<file path="config.mk">
export PLATFORM = sky130hd
export DESIGN_NAME = mouse_packet_cursor_tracker
export DESIGN_NICKNAME = d
export VERILOG_FILES = /design/src/rtl/mpct_pkg.sv /design/src/rtl/mpct_axis.sv /design/src/rtl/mouse_packet_cursor_tracker.sv
export SDC_FILE = /design/constraint.sdc
export NUM_CORES = 1
export LEC_CHECK = 0
export ABC_AREA = 0
export BUFFER_PORTS_ARGS = -buffer_cell sky130_fd_sc_hd__clkbuf_2
export CAP_MARGIN = 5
export CORE_UTILIZATION = 61
export DETAILED_ROUTE_END_ITERATION = 8
export PLACE_DENSITY = 0.81
export SLEW_MARGIN = 20
export SYNTH_ARGS = -nofsm -noshare
export SYNTH_HDL_FRONTEND = slang
export SYNTH_SLANG_ARGS = --single-unit
</file>
<file path="constraint.sdc">
create_clock -name clk -period 6.33 [get_ports clk]
set_input_delay 1.266 -clock clk [delete_from_list [all_inputs] [get_ports clk]]
set_output_delay 1.266 -clock clk [all_outputs]
set_load 0.01 [all_outputs]
</file>
<file path="src/rtl/mpct_pkg.sv">
package mpct_pkg;

    localparam int COORD_BITS_DEF = 12;
    localparam int CFG_INDEX_BITS = 2;
    // 9-bit movement, one extra bit so the negated y movement fits
    localparam int DELTA_BITS     = 10;

    localparam int X_LOWEST_RESET  = 0;
    localparam int X_HIGHEST_RESET = 639;
    localparam int Y_LOWEST_RESET  = 0;
    localparam int Y_HIGHEST_RESET = 479;
    localparam int CURSOR_X_RESET  = 320;
    localparam int CURSOR_Y_RESET  = 240;

    // Header byte bit positions
    localparam int HDR_SYNC_BIT   = 3;
    localparam int HDR_X_SIGN_BIT = 4;
    localparam int HDR_Y_SIGN_BIT = 5;
    localparam int BUTTON_BITS    = 3;

    typedef enum logic [1:0] {
        POS_HEADER = 2'd0,
        POS_XMOVE  = 2'd1,
        POS_YMOVE  = 2'd2
    } byte_pos_t;

    typedef enum logic [CFG_INDEX_BITS-1:0] {
        REG_X_LOWEST  = 2'd0,
        REG_X_HIGHEST = 2'd1,
        REG_Y_LOWEST  = 2'd2,
        REG_Y_HIGHEST = 2'd3
    } cfg_index_t;

endpackage

</file>
<file path="src/rtl/mpct_axis.sv">
module mpct_axis #(
    parameter int COORD_BITS = mpct_pkg::COORD_BITS_DEF
) (
    input  logic [COORD_BITS-1:0]                 cur,
    input  logic signed [mpct_pkg::DELTA_BITS-1:0] delta,
    input  logic [COORD_BITS-1:0]                 lowest,
    input  logic [COORD_BITS-1:0]                 highest,
    output logic [COORD_BITS-1:0]                 result
);
    import mpct_pkg::*;

    localparam int SUM_BITS = COORD_BITS + 2;

    logic signed [SUM_BITS-1:0] sum;
    logic signed [SUM_BITS-1:0] lo_s;
    logic signed [SUM_BITS-1:0] hi_s;
    logic signed [SUM_BITS-1:0] after_lo;
    logic signed [SUM_BITS-1:0] after_hi;

    always_comb
    begin
        sum      = signed'({2'b00, cur}) + SUM_BITS'(delta);
        lo_s     = signed'({2'b00, lowest});
        hi_s     = signed'({2'b00, highest});
        // lowest first, then highest, so highest wins when they cross
        after_lo = (sum < lo_s) ? lo_s : sum;
        after_hi = (after_lo > hi_s) ? hi_s : after_lo;
        result   = after_hi[COORD_BITS-1:0];
    end

endmodule

</file>
<file path="src/rtl/mouse_packet_cursor_tracker.sv">
// Gathers PS/2 mouse bytes into three-byte packets (header, x move, y move) and
// keeps a clamped cursor position and the button states. One result beat comes
// out for every third byte; packet_ok is low when header bit 3 was clear, in
// which case cursor and buttons show their unchanged values. A byte is taken
// every cycle while in_stall is low: it is held in an input register, then the
// add-and-clamp logic writes the cursor and the output register, which raises
// out_valid. in_stall rises only while a finished result waits on out_stall
// and a third byte is ready behind it. Limit registers may be written only
// while no packet is in flight.
module mouse_packet_cursor_tracker #(
    parameter int COORD_BITS = mpct_pkg::COORD_BITS_DEF
) (
    input  logic                                clk,
    input  logic                                rst_n,
    input  logic                                wr_en,
    input  logic [mpct_pkg::CFG_INDEX_BITS-1:0] wr_index,
    input  logic [COORD_BITS-1:0]               wr_data,
    input  logic                                in_valid,
    output logic                                in_stall,
    input  logic [7:0]                          rx_byte,
    output logic                                out_valid,
    input  logic                                out_stall,
    output logic                                packet_ok,
    output logic [COORD_BITS-1:0]               cursor_x_out,
    output logic [COORD_BITS-1:0]               cursor_y_out,
    output logic                                left_button,
    output logic                                right_button,
    output logic                                middle_button
);
    import mpct_pkg::*;

    localparam logic [COORD_BITS-1:0] X_LO_RST = COORD_BITS'(X_LOWEST_RESET);
    localparam logic [COORD_BITS-1:0] X_HI_RST = COORD_BITS'(X_HIGHEST_RESET);
    localparam logic [COORD_BITS-1:0] Y_LO_RST = COORD_BITS'(Y_LOWEST_RESET);
    localparam logic [COORD_BITS-1:0] Y_HI_RST = COORD_BITS'(Y_HIGHEST_RESET);
    localparam logic [COORD_BITS-1:0] CX_RST   = COORD_BITS'(CURSOR_X_RESET);
    localparam logic [COORD_BITS-1:0] CY_RST   = COORD_BITS'(CURSOR_Y_RESET);

    logic [COORD_BITS-1:0] x_lowest_reg, x_lowest_next;
    logic [COORD_BITS-1:0] x_highest_reg, x_highest_next;
    logic [COORD_BITS-1:0] y_lowest_reg, y_lowest_next;
    logic [COORD_BITS-1:0] y_highest_reg, y_highest_next;

    logic                  s1_valid_reg, s1_valid_next;
    logic [7:0]            s1_byte_reg, s1_byte_next;
    byte_pos_t             pos_reg, pos_next;
    logic [7:0]            header_reg, header_next;
    logic [7:0]            xmove_reg, xmove_next;
    logic [COORD_BITS-1:0] cursor_x_reg, cursor_x_next;
    logic [COORD_BITS-1:0] cursor_y_reg, cursor_y_next;
    logic [BUTTON_BITS-1:0] buttons_reg, buttons_next;

    logic                  out_valid_reg, out_valid_next;
    logic                  ok_reg, ok_next;
    logic [COORD_BITS-1:0] out_x_reg, out_x_next;
    logic [COORD_BITS-1:0] out_y_reg, out_y_next;
    logic [BUTTON_BITS-1:0] out_btn_reg, out_btn_next;

    logic in_accept;
    logic s1_take;
    logic pkt_done;
    logic apply;

    logic signed [DELTA_BITS-1:0] dx;
    logic signed [DELTA_BITS-1:0] dy;
    logic signed [DELTA_BITS-1:0] neg_dy;
    logic [COORD_BITS-1:0]        x_new;
    logic [COORD_BITS-1:0]        y_new;

    // A third byte needs room in the output register; the others do not.
    assign s1_take   = s1_valid_reg && ((pos_reg != POS_YMOVE) || !out_valid_reg || !out_stall);
    assign in_stall  = s1_valid_reg && !s1_take;
    assign in_accept = in_valid && !in_stall;
    assign pkt_done  = s1_take && (pos_reg == POS_YMOVE);
    assign apply     = pkt_done && header_reg[HDR_SYNC_BIT];

    assign dx     = signed'({header_reg[HDR_X_SIGN_BIT], header_reg[HDR_X_SIGN_BIT], xmove_reg});
    assign dy     = signed'({header_reg[HDR_Y_SIGN_BIT], header_reg[HDR_Y_SIGN_BIT], s1_byte_reg});
    assign neg_dy = -dy;

    mpct_axis #(.COORD_BITS(COORD_BITS)) u_axis_x (
        .cur     (cursor_x_reg),
        .delta   (dx),
        .lowest  (x_lowest_reg),
        .highest (x_highest_reg),
        .result  (x_new)
    );

    // Screen y grows downward: subtract the mouse y movement.
    mpct_axis #(.COORD_BITS(COORD_BITS)) u_axis_y (
        .cur     (cursor_y_reg),
        .delta   (neg_dy),
        .lowest  (y_lowest_reg),
        .highest (y_highest_reg),
        .result  (y_new)
    );

    always_comb
    begin
        x_lowest_next  = x_lowest_reg;
        x_highest_next = x_highest_reg;
        y_lowest_next  = y_lowest_reg;
        y_highest_next = y_highest_reg;
        if (wr_en)
        begin
            unique case (cfg_index_t'(wr_index))
                REG_X_LOWEST:  x_lowest_next  = wr_data;
                REG_X_HIGHEST: x_highest_next = wr_data;
                REG_Y_LOWEST:  y_lowest_next  = wr_data;
                REG_Y_HIGHEST: y_highest_next = wr_data;
                default: ;
            endcase
        end
    end

    // Byte position: next state
    always_comb
    begin
        pos_next = pos_reg;
        if (s1_take)
        begin
            unique case (pos_reg)
                POS_HEADER: pos_next = POS_XMOVE;
                POS_XMOVE:  pos_next = POS_YMOVE;
                POS_YMOVE:  pos_next = POS_HEADER;
                default:    pos_next = POS_HEADER;
            endcase
        end
    end

    // Byte position: outputs (packet state and result beat)
    always_comb
    begin
        s1_valid_next = in_accept || (s1_valid_reg && !s1_take);
        s1_byte_next  = in_accept ? rx_byte : s1_byte_reg;

        header_next   = header_reg;
        xmove_next    = xmove_reg;
        cursor_x_next = cursor_x_reg;
        cursor_y_next = cursor_y_reg;
        buttons_next  = buttons_reg;

        if (s1_take)
        begin
            unique case (pos_reg)
                POS_HEADER: header_next = s1_byte_reg;
                POS_XMOVE:  xmove_next  = s1_byte_reg;
                default: ;
            endcase
        end

        if (apply)
        begin
            cursor_x_next = x_new;
            cursor_y_next = y_new;
            buttons_next  = header_reg[BUTTON_BITS-1:0];
        end

        // Hold the beat while stalled, drop it once taken.
        out_valid_next = pkt_done || (out_valid_reg && out_stall);
        ok_next        = ok_reg;
        out_x_next     = out_x_reg;
        out_y_next     = out_y_reg;
        out_btn_next   = out_btn_reg;
        if (pkt_done)
        begin
            ok_next      = apply;
            out_x_next   = cursor_x_next;
            out_y_next   = cursor_y_next;
            out_btn_next = buttons_next;
        end
    end

    always_ff @(posedge clk or negedge rst_n)
    begin
        if (!rst_n)
        begin
            x_lowest_reg  <= X_LO_RST;
            x_highest_reg <= X_HI_RST;
            y_lowest_reg  <= Y_LO_RST;
            y_highest_reg <= Y_HI_RST;
            s1_valid_reg  <= 1'b0;
            pos_reg       <= POS_HEADER;
            header_reg    <= '0;
            xmove_reg     <= '0;
            cursor_x_reg  <= CX_RST;
            cursor_y_reg  <= CY_RST;
            buttons_reg   <= '0;
            out_valid_reg <= 1'b0;
        end
        else
        begin
            x_lowest_reg  <= x_lowest_next;
            x_highest_reg <= x_highest_next;
            y_lowest_reg  <= y_lowest_next;
            y_highest_reg <= y_highest_next;
            s1_valid_reg  <= s1_valid_next;
            pos_reg       <= pos_next;
            header_reg    <= header_next;
            xmove_reg     <= xmove_next;
            cursor_x_reg  <= cursor_x_next;
            cursor_y_reg  <= cursor_y_next;
            buttons_reg   <= buttons_next;
            out_valid_reg <= out_valid_next;
        end
    end

    always_ff @(posedge clk)
    begin
        s1_byte_reg <= s1_byte_next;
        ok_reg      <= ok_next;
        out_x_reg   <= out_x_next;
        out_y_reg   <= out_y_next;
        out_btn_reg <= out_btn_next;
    end

    assign out_valid     = out_valid_reg;
    assign packet_ok     = ok_reg;
    assign cursor_x_out  = out_x_reg;
    assign cursor_y_out  = out_y_reg;
    assign left_button   = out_btn_reg[0];
    assign right_button  = out_btn_reg[1];
    assign middle_button = out_btn_reg[2];

endmodule

</file>
# ---- After elaboration in Yosys (flattened, before gate mapping)
# Index checks and enable logic that the tools add are counted.
dict set report totals {
  ff_bits 129
  out_inout_bits 30
}
dict set report op_classes {
  n_addsub 3
  magnitude_cmp 4
  eq_ne 6
  n_mux 8
  n_reduce_logical 22
}
# cell count
set ops {}
lappend ops {{two-way mux 12 bit} 4}
lappend ops {{greater-than comparator 14 x 13 -> 1 bit} 2}
lappend ops {{less-than comparator 14 x 13 -> 1 bit} 2}
lappend ops {{two-way mux 14 bit} 2}
lappend ops {{adder 13 x 10 -> 14 bit} 1}
lappend ops {{adder 13 x 9 -> 14 bit} 1}
lappend ops {{AND reduction 2 bit} 6}
lappend ops {{negator 9 -> 10 bit} 1}
lappend ops {{== test 2 bit (second input constant)} 3}
lappend ops {{logical AND 1 bit} 6}
lappend ops {{== test 2 x 1 -> 1 bit (second input constant)} 2}
lappend ops {{logical NOT 1 bit} 4}
lappend ops {{logical NOT 2 bit} 2}
lappend ops {{logical OR 1 bit} 4}
lappend ops {{one-hot mux 2 bit (2 select lines)} 1}
lappend ops {{two-way mux 3 bit} 1}
lappend ops {{inequality test 2 bit (second input constant)} 1}

# ---- Logic depth before layout (Yosys ltp)
# Gate-level depths: netlist of the first run.
dict set report depth {
  word_depth 9
  mapped_depth 29
  ltp_nobuf 26
}

# ---- Modules after synthesis
# A second synthesis of the first run with hierarchy kept.
dict set report hier_totals {
  cells_unflattened 699
  hier_area_um2 8016.4
}
# module n_inst cells_per_inst area_each_um2 seq_area_each_um2
set by_module_without_submodules {}
lappend by_module_without_submodules {mouse_packet_cursor_tracker 1 269 4778.3 3435.8}
lappend by_module_without_submodules {mpct_axis 2 215 1619.1 0.0}

# ---- Worst setup path before layout of the first run
# OpenSTA, ideal clock, no wires.
dict set report synth_timing {
  path_kind {register -> register}
  start {reg s1_byte_reg[1]}
  end {reg out_y_reg[4] (netlist: cursor_y_out[4]) (data pin)}
  setup_ns 0.191
  arrival_time_ns 5.521
  required_time_ns 6.139
  setup_slack_ns 0.618
  path_stages_with_launch 27
  path_buffers 3
  synth_period_minus_slack_ns 5.712
  path_cell_list {edfxtp_1 > inv_1 > ha_1 > nor2b_1 > o31a_1 > o31a_1 > a21o_1 > a21oi_1 > xnor2_1 > ha_1 > a21oi_1 > nor2b_1 > o31a_1 > a211oi_2 > ha_1 > buf_2 > inv_1 > clkbuf_1 > mux2_2 > ha_1 > a211oi_1 > o21ai_0 > o2111ai_1 > a211oi_1 > buf_4 > nor3_1 > o31ai_1}
}
dict set report synth_via {
  elab_chain_cells 7
}
# item line
set synth_rtl {}
lappend synth_rtl {{start: declaration} mouse_packet_cursor_tracker.sv:45} ;# logic [7:0] s1_byte_reg, s1_byte_next;
lappend synth_rtl {{start signal: assignment} mouse_packet_cursor_tracker.sv:210} ;# s1_byte_reg <= s1_byte_next;
lappend synth_rtl {{negator 9 -> 10 bit (*)} mouse_packet_cursor_tracker.sv:79} ;# assign neg_dy = -dy;
lappend synth_rtl {{adder 13 x 10 -> 14 bit (*)} mpct_axis.sv:22} ;# sum = signed'({2'b00, cur}) + SUM_BITS'(delta);
lappend synth_rtl {{less-than comparator 14 x 13 -> 1 bit} mpct_axis.sv:26} ;# after_lo = (sum < lo_s) ? lo_s : sum;
lappend synth_rtl {{two-way mux 14 bit (*)} mpct_axis.sv:26}
lappend synth_rtl {{greater-than comparator 14 x 13 -> 1 bit} mpct_axis.sv:27} ;# after_hi = (after_lo > hi_s) ? hi_s : after_lo;
lappend synth_rtl {{two-way mux 12 bit (*)} mpct_axis.sv:27}
lappend synth_rtl {{two-way mux 12 bit (*)} mouse_packet_cursor_tracker.sv:152} ;# if (apply)
lappend synth_rtl {{via cursor_y_next[4]} mouse_packet_cursor_tracker.sv:50} ;# logic [COORD_BITS-1:0] cursor_y_reg, cursor_y_next;
lappend synth_rtl {{end signal: assignment} mouse_packet_cursor_tracker.sv:213} ;# out_y_reg <= out_y_next;
lappend synth_rtl {{end: declaration} mouse_packet_cursor_tracker.sv:56} ;# logic [COORD_BITS-1:0] out_y_reg, out_y_next;
# Mark *: on every way through the listed nets, which the timed path passes. The rest lies on a longest branch.
# A chain may end at the register's enable or synchronous reset.

# ---- Worst setup path in the final report of the first run
dict set report layout_timing {
  start {reg s1_byte_reg[1]}
  end {reg out_y_reg[0] (netlist: cursor_y_out[0]) (data pin)}
}
# Same word-level chain as after synthesis.

==> results of run 1 <==
## layer usage
metal	up-vias	share of wire
met1	2767	0.44
met2	197	0.47
met3	36	0.056
li1	2716	-
met4	0	0.029
met5	-	0
## cells in the final DEF (no fill, tap or decap), types with 3 or more instances in the layout
cell	n
o21ai_1	3
edfxtp_1	36
clkbuf_16	19
nor2b_1	8
xor2_1	4
and2_1	3
o31a_1	4
nor3b_1	3
inv_6	3
o211ai_1	12
clkinv_4	4
clkinvlp_4	4
dfrtp_1	71
o311ai_1	3
o21ai_0	46
nand4_1	13
a21o_1	12
o21a_1	9
inv_1	70
ha_1	73
a31o_2	3
clkinv_2	3
buf_4	13
nand3_1	11
a21oi_1	40
o31ai_1	8
xnor2_1	14
mux2_2	52
nand2b_1	4
a211o_1	3
a211oi_1	5
nand3b_1	5
mux2i_1	8
clkbuf_2	55
dfstp_2	22
nor3_1	13
nor2_1	15
nand2_1	72
## final cells by class
cell class                      instances  area share
Clock inverter                         13      0.0114
Inverter                               73      0.0322
Clock buffer                           19      0.0546
Tap cell                              168      0.0241
Multi-Input combinational cell        493       0.438
Sequential cell                       129       0.395
Timing Repair Buffer                   69      0.0451
## what timing repair did
| action | in CTS | in global routing |
|---|---|---|
| buffers inserted | 0 | 8 |
| endpoints found under the setup margin | 1 | 38 |
| gates resized for setup | 1 | 4 |
| pin swaps | 0 | 3 |
## metrics by stage
stage	worst slack, ps	instances	area, sq um
floorplan	618	715	7600
global placement	108	924	8050
detailed placement	-2.20	924	8050
CTS	76.5	956	8630
global route	8.55	964	8710
finish	360	964	8710
## path summary, 6_finish.rpt
path	from	to	slack, ps
setup / recovery	s1_byte_reg[1]	cursor_y_out[0]	360
hold / removal	buttons_reg[2]	buttons_reg[2]	480
setup reg to reg	s1_byte_reg[1]	cursor_y_out[0]	360
hold reg to reg	buttons_reg[2]	buttons_reg[2]	480
max in group asynchronous	rst_n	x_lowest_reg[4]	4400
min in group asynchronous	rst_n	cursor_x_reg[7]	840
## cells by family after synthesis
family | share of synthesized area
muxes | 0.0896
xor gates and xnor gates | 0.0208
adders and majority gates | 0.127
DFF | 0.452
AOI/OAI and AO/OA | 0.152
and+or+nand+nor | 0.110
buffers and inverters | 0.0483
## tightest hold or removal path, delay by kind of cell (launching register included)
kind          cells  cell delay, ps
flops             1             320
simple gates      2             130
==> results.yml, run 1 <==
synthesis:
  synth_top_area_frac: 0.234
  synth_cells: 715
  async_flop_share: 0.721
  syn-num-nets: 818
  synth_area_sq_um: 7600
  avgSynthCellArea_sq_um: 10.6
  ys_warn_count: 0
  synth_edf_count: 36
  synth_cell_types: 74
  synth_commonest_cells: "ha_1 (74), nand2_1 (72), dfrtp_1 (71), inv_1 (71), mux2_2 (52)"
  synth_ff_type: "dfrtp_1"
  synth.area.top_cells: "dfrtp_1 (23%), edfxtp_1 (14%), ha_1 (12%), mux2_2 (7.7%), dfstp_2 (7.6%)"
  synth_seq_area_share: 0.452
  synth_top_area_cell: "dfrtp_1"
  synth.ff_latch_count: 129
  synth.most_common_cell: "ha_1"
sta:
  finalSetupViolations: 0
  timing.setup.tns_ps: 0
  relSlewSlack: 0.256
  tightest_slew_ps: 1110
  final_max_slew_viol_count: 0
  period_minus_slack_ps: 5970
  timing.hold.ws_ps: 483
  rsz0062_at_grt: "no"
  hold_violations: 0
  max_freq_mhz: 168
  clock_skew_ps: 8.66
  fin_crit_sh: 0.943
setup_path:
  worst-endpoint-required_ps: 6520
  crit_path_end_kind: "flop"
  cp_common_cell: "ha_1"
  cp.arrival_ps: 6160
  critPathMaxFanout: 13
  cp-start-kind: "flop"
  r2r_cells: 26
  crit_slowest_cell: "or4_1"
  path_depth: 26
  crit_buf_inv: 3
  crit_type: "flop to flop"
  crit_family: "compound AO/OA/AOI/OAI gates"
  max_stage_delay_ps: 540
placed_design:
  port_buffers: 56
  post-dp-hpwl_mm: 14.2
  gp_congestion: 0.995
clocking:
  cts-root-buf: "clkbuf_16"
  htree_levels: 4
  clkTransAtPathRegs_ps: 60
  clock-sinks: 129
  cts_tree: "done"
  cts_hold_buf: 0
  numCtsBuffers: 17
  cts_buffer_depth: 2
  clock_latency_ps: 420
cells_and_area:
  fin_nets: 886
  synthToLayoutAreaGrowth_pct: 14.6
  antenna_cells: 0
  fill_cells: 884
  seq_area_sq_um: 3440
  multiInputGateArea_sq_um: 3810
  fin_util: 0.722
  drive_gt1_frac: 0.258
global_routing:
  met3_usage: 0.0600
  grt_pass1_vias: 5752
  track_usage: 0.315
  grt_pass1_wl_mm: 30.3
  grt_max_degree: 52
  use_met2: 0.503
  busiest_layer: "met2"
  grtUsageMet1: 0.420
  grt.overflow.total: 0
  antenna_found_initial: 0
drt:
  drt-initial-drc-count: 516
  route.detailed.drc: 0
  via_per_inst: 5.93
  wire_per_inst_um: 19.5
  detail-route-antenna-nets: 0
  wirelength_mm: 18.8
  drt-pass1-iter-count: 5
  via_count: 5716
floorplan:
  start_util: 0.630
  ios: 57
  row_count: 40
  coreArea_sq_um: 12100
  die_h_um: 114
  dieWidth_um: 114
  dieArea_sq_um: 12900
min_path:
  worstHoldPathType: "flop to flop"
  hold_path_depth: 2
run_status:
  outcome: "finished clean"
flow_run:
  cap_violations: 0
Power of run 1 is left out: the tool's default activity adds up to more than one toggle a clock period on the data nets, which glitch-free logic cannot reach.
==> run 2: changes to the inputs <==
--- a/config.mk
+++ b/config.mk
@@ -8,6 +8,7 @@
 export ABC_AREA = 0
 export BUFFER_PORTS_ARGS = -buffer_cell sky130_fd_sc_hd__clkbuf_2
 export CAP_MARGIN = 5
+export CORE_MARGIN = 4
 export CORE_UTILIZATION = 61
 export DETAILED_ROUTE_END_ITERATION = 8
 export PLACE_DENSITY = 0.81
==> results.yml, run 2 (same netlist as run 1, synthesis figures left out) <==
drt:
  wirelength_mm: 19.4
  via_count: 5801
  drt-initial-drc-count: 600
  route.detailed.drc: 0
  drt-pass1-iter-count: 5
  via_per_inst: 6.02
  detail-route-antenna-nets: 0
  wire_per_inst_um: 20.1
setup_path:
  cp_common_cell: "ha_1"
  reg2reg_from: "xmove_reg[1]"
  crit_path_end_kind: "flop"
  critical_path.startpoint: "xmove_reg[1]"
  crit_family: "compound AO/OA/AOI/OAI gates"
  cp.arrival_ps: 6100
  path_depth: 25
  crit_buf_inv: 3
  r2r_cells: 25
  worst-endpoint-required_ps: 6470
  cp-start-kind: "flop"
  critPathMaxFanout: 19
  max_stage_delay_ps: 420
  crit_slowest_cell: "dfrtp_1"
  crit_type: "flop to flop"
floorplan:
  start_util: 0.627
  dieWidth_um: 120
  die_h_um: 120
  dieArea_sq_um: 14300
  coreArea_sq_um: 12100
  row_count: 40
  ios: 57
global_routing:
  grt_pass1_wl_mm: 30.5
  grt_max_degree: 61
  grt.overflow.total: 0
  grt_pass1_vias: 5708
  track_usage: 0.280
  antenna_found_initial: 0
clocking:
  clock-sinks: 129
  cts_hold_buf: 0
  cts_tree: "done"
  numCtsBuffers: 17
  clkTransAtPathRegs_ps: 60
  clock_latency_ps: 420
  cts-root-buf: "clkbuf_16"
  htree_levels: 4
  cts_buffer_depth: 2
sta:
  tightest_slew_ps: 1030
  timing.setup.tns_ps: 0
  rsz0062_at_grt: "no"
  period_minus_slack_ps: 5960
  finalSetupViolations: 0
  max_freq_mhz: 168
  hold_violations: 0
  final_max_slew_viol_count: 0
  relSlewSlack: 0.310
  clock_skew_ps: 7.18
  fin_crit_sh: 0.941
cells_and_area:
  fin_nets: 886
  synthToLayoutAreaGrowth_pct: 14.7
  antenna_cells: 0
  drive_gt1_frac: 0.259
  layout_commonest_cell: "ha_1"
  layout_common_cells: "ha_1 (74), nand2_1 (72), dfrtp_1 (71)"
placed_design:
  port_buffers: 56
  post-dp-hpwl_mm: 14.5
  gp_congestion: 0.953
min_path:
  hold_path_depth: 2
  hold_start: "buttons_reg[0]"
  worstHoldPathType: "flop to flop"
flow_run:
  cap_violations: 0
run_status:
  outcome: "finished clean"
run 2: metrics by stage:
step                worst slack (ps)  cells  cell area (sq um)  hold slack (ps)   util
floorplan                        618    715               7600              437      -
global placement                 325    925               8060              454  0.665
detailed placement               262    925               8060              468  0.665
CTS                              162    957               8620              482  0.712
global route                    47.1    964               8720              505  0.720
finish                           373    964               8720              477  0.720
run 2: worst reg2reg max path, cell delays in order (launching register included):
cell      delay (ps)
dfrtp_1          420
ha_1             320
a211oi_1         230
o21bai_1         160
a31o_2           260
a21oi_1          160
xor2_1           230
inv_1             70
ha_1             300
a21o_1           180
a21o_1           170
a21oi_1          120
o21ai_0          100
a221oi_1         260
ha_1             300
inv_2            180
mux2_2           400
ha_1             310
a211oi_1         260
o21a_1           180
o21ai_0           80
o21ai_1          260
nand3_4          110
buf_12           170
mux2i_1          270
o21ai_0          150
run 2: layout make-up:
type                    instances  area, sq um
clock buffers                  18          429
clock inverters                14          131
fillers                       891         3390
inverters                      73          278
multi-input cells             493         3820
flip-flops and latches        129         3440
well taps                     168          210
repair buffers                 69          413
run 2: worst paths after layout:
check / to / slack [ps]
max: cursor_x_out[8] / 370
min reg2reg: buttons_reg[0] / 480
max reg2reg: cursor_x_out[8] / 370
min: buttons_reg[0] / 480
min in group asynchronous: y_highest_reg[11] / 790
max in group asynchronous: xmove_reg[5] / 4380
run 2: per-layer routing:
| layer | track usage | part of all wire |
|---|---|---|
| met3 | 0.0641 | 0.066 |
| met4 | 0.0816 | 0.016 |
| met5 | 0 | 0 |
| met2 | 0.441 | 0.47 |
| met1 | 0.390 | 0.45 |
run 2: what timing repair did:
item / CTS / global route
endpoints found under the setup margin: 0 / 31
resized for setup: 0 / 6
buffers inserted: 0 / 6
Power of run 2 is left out for the same reason.
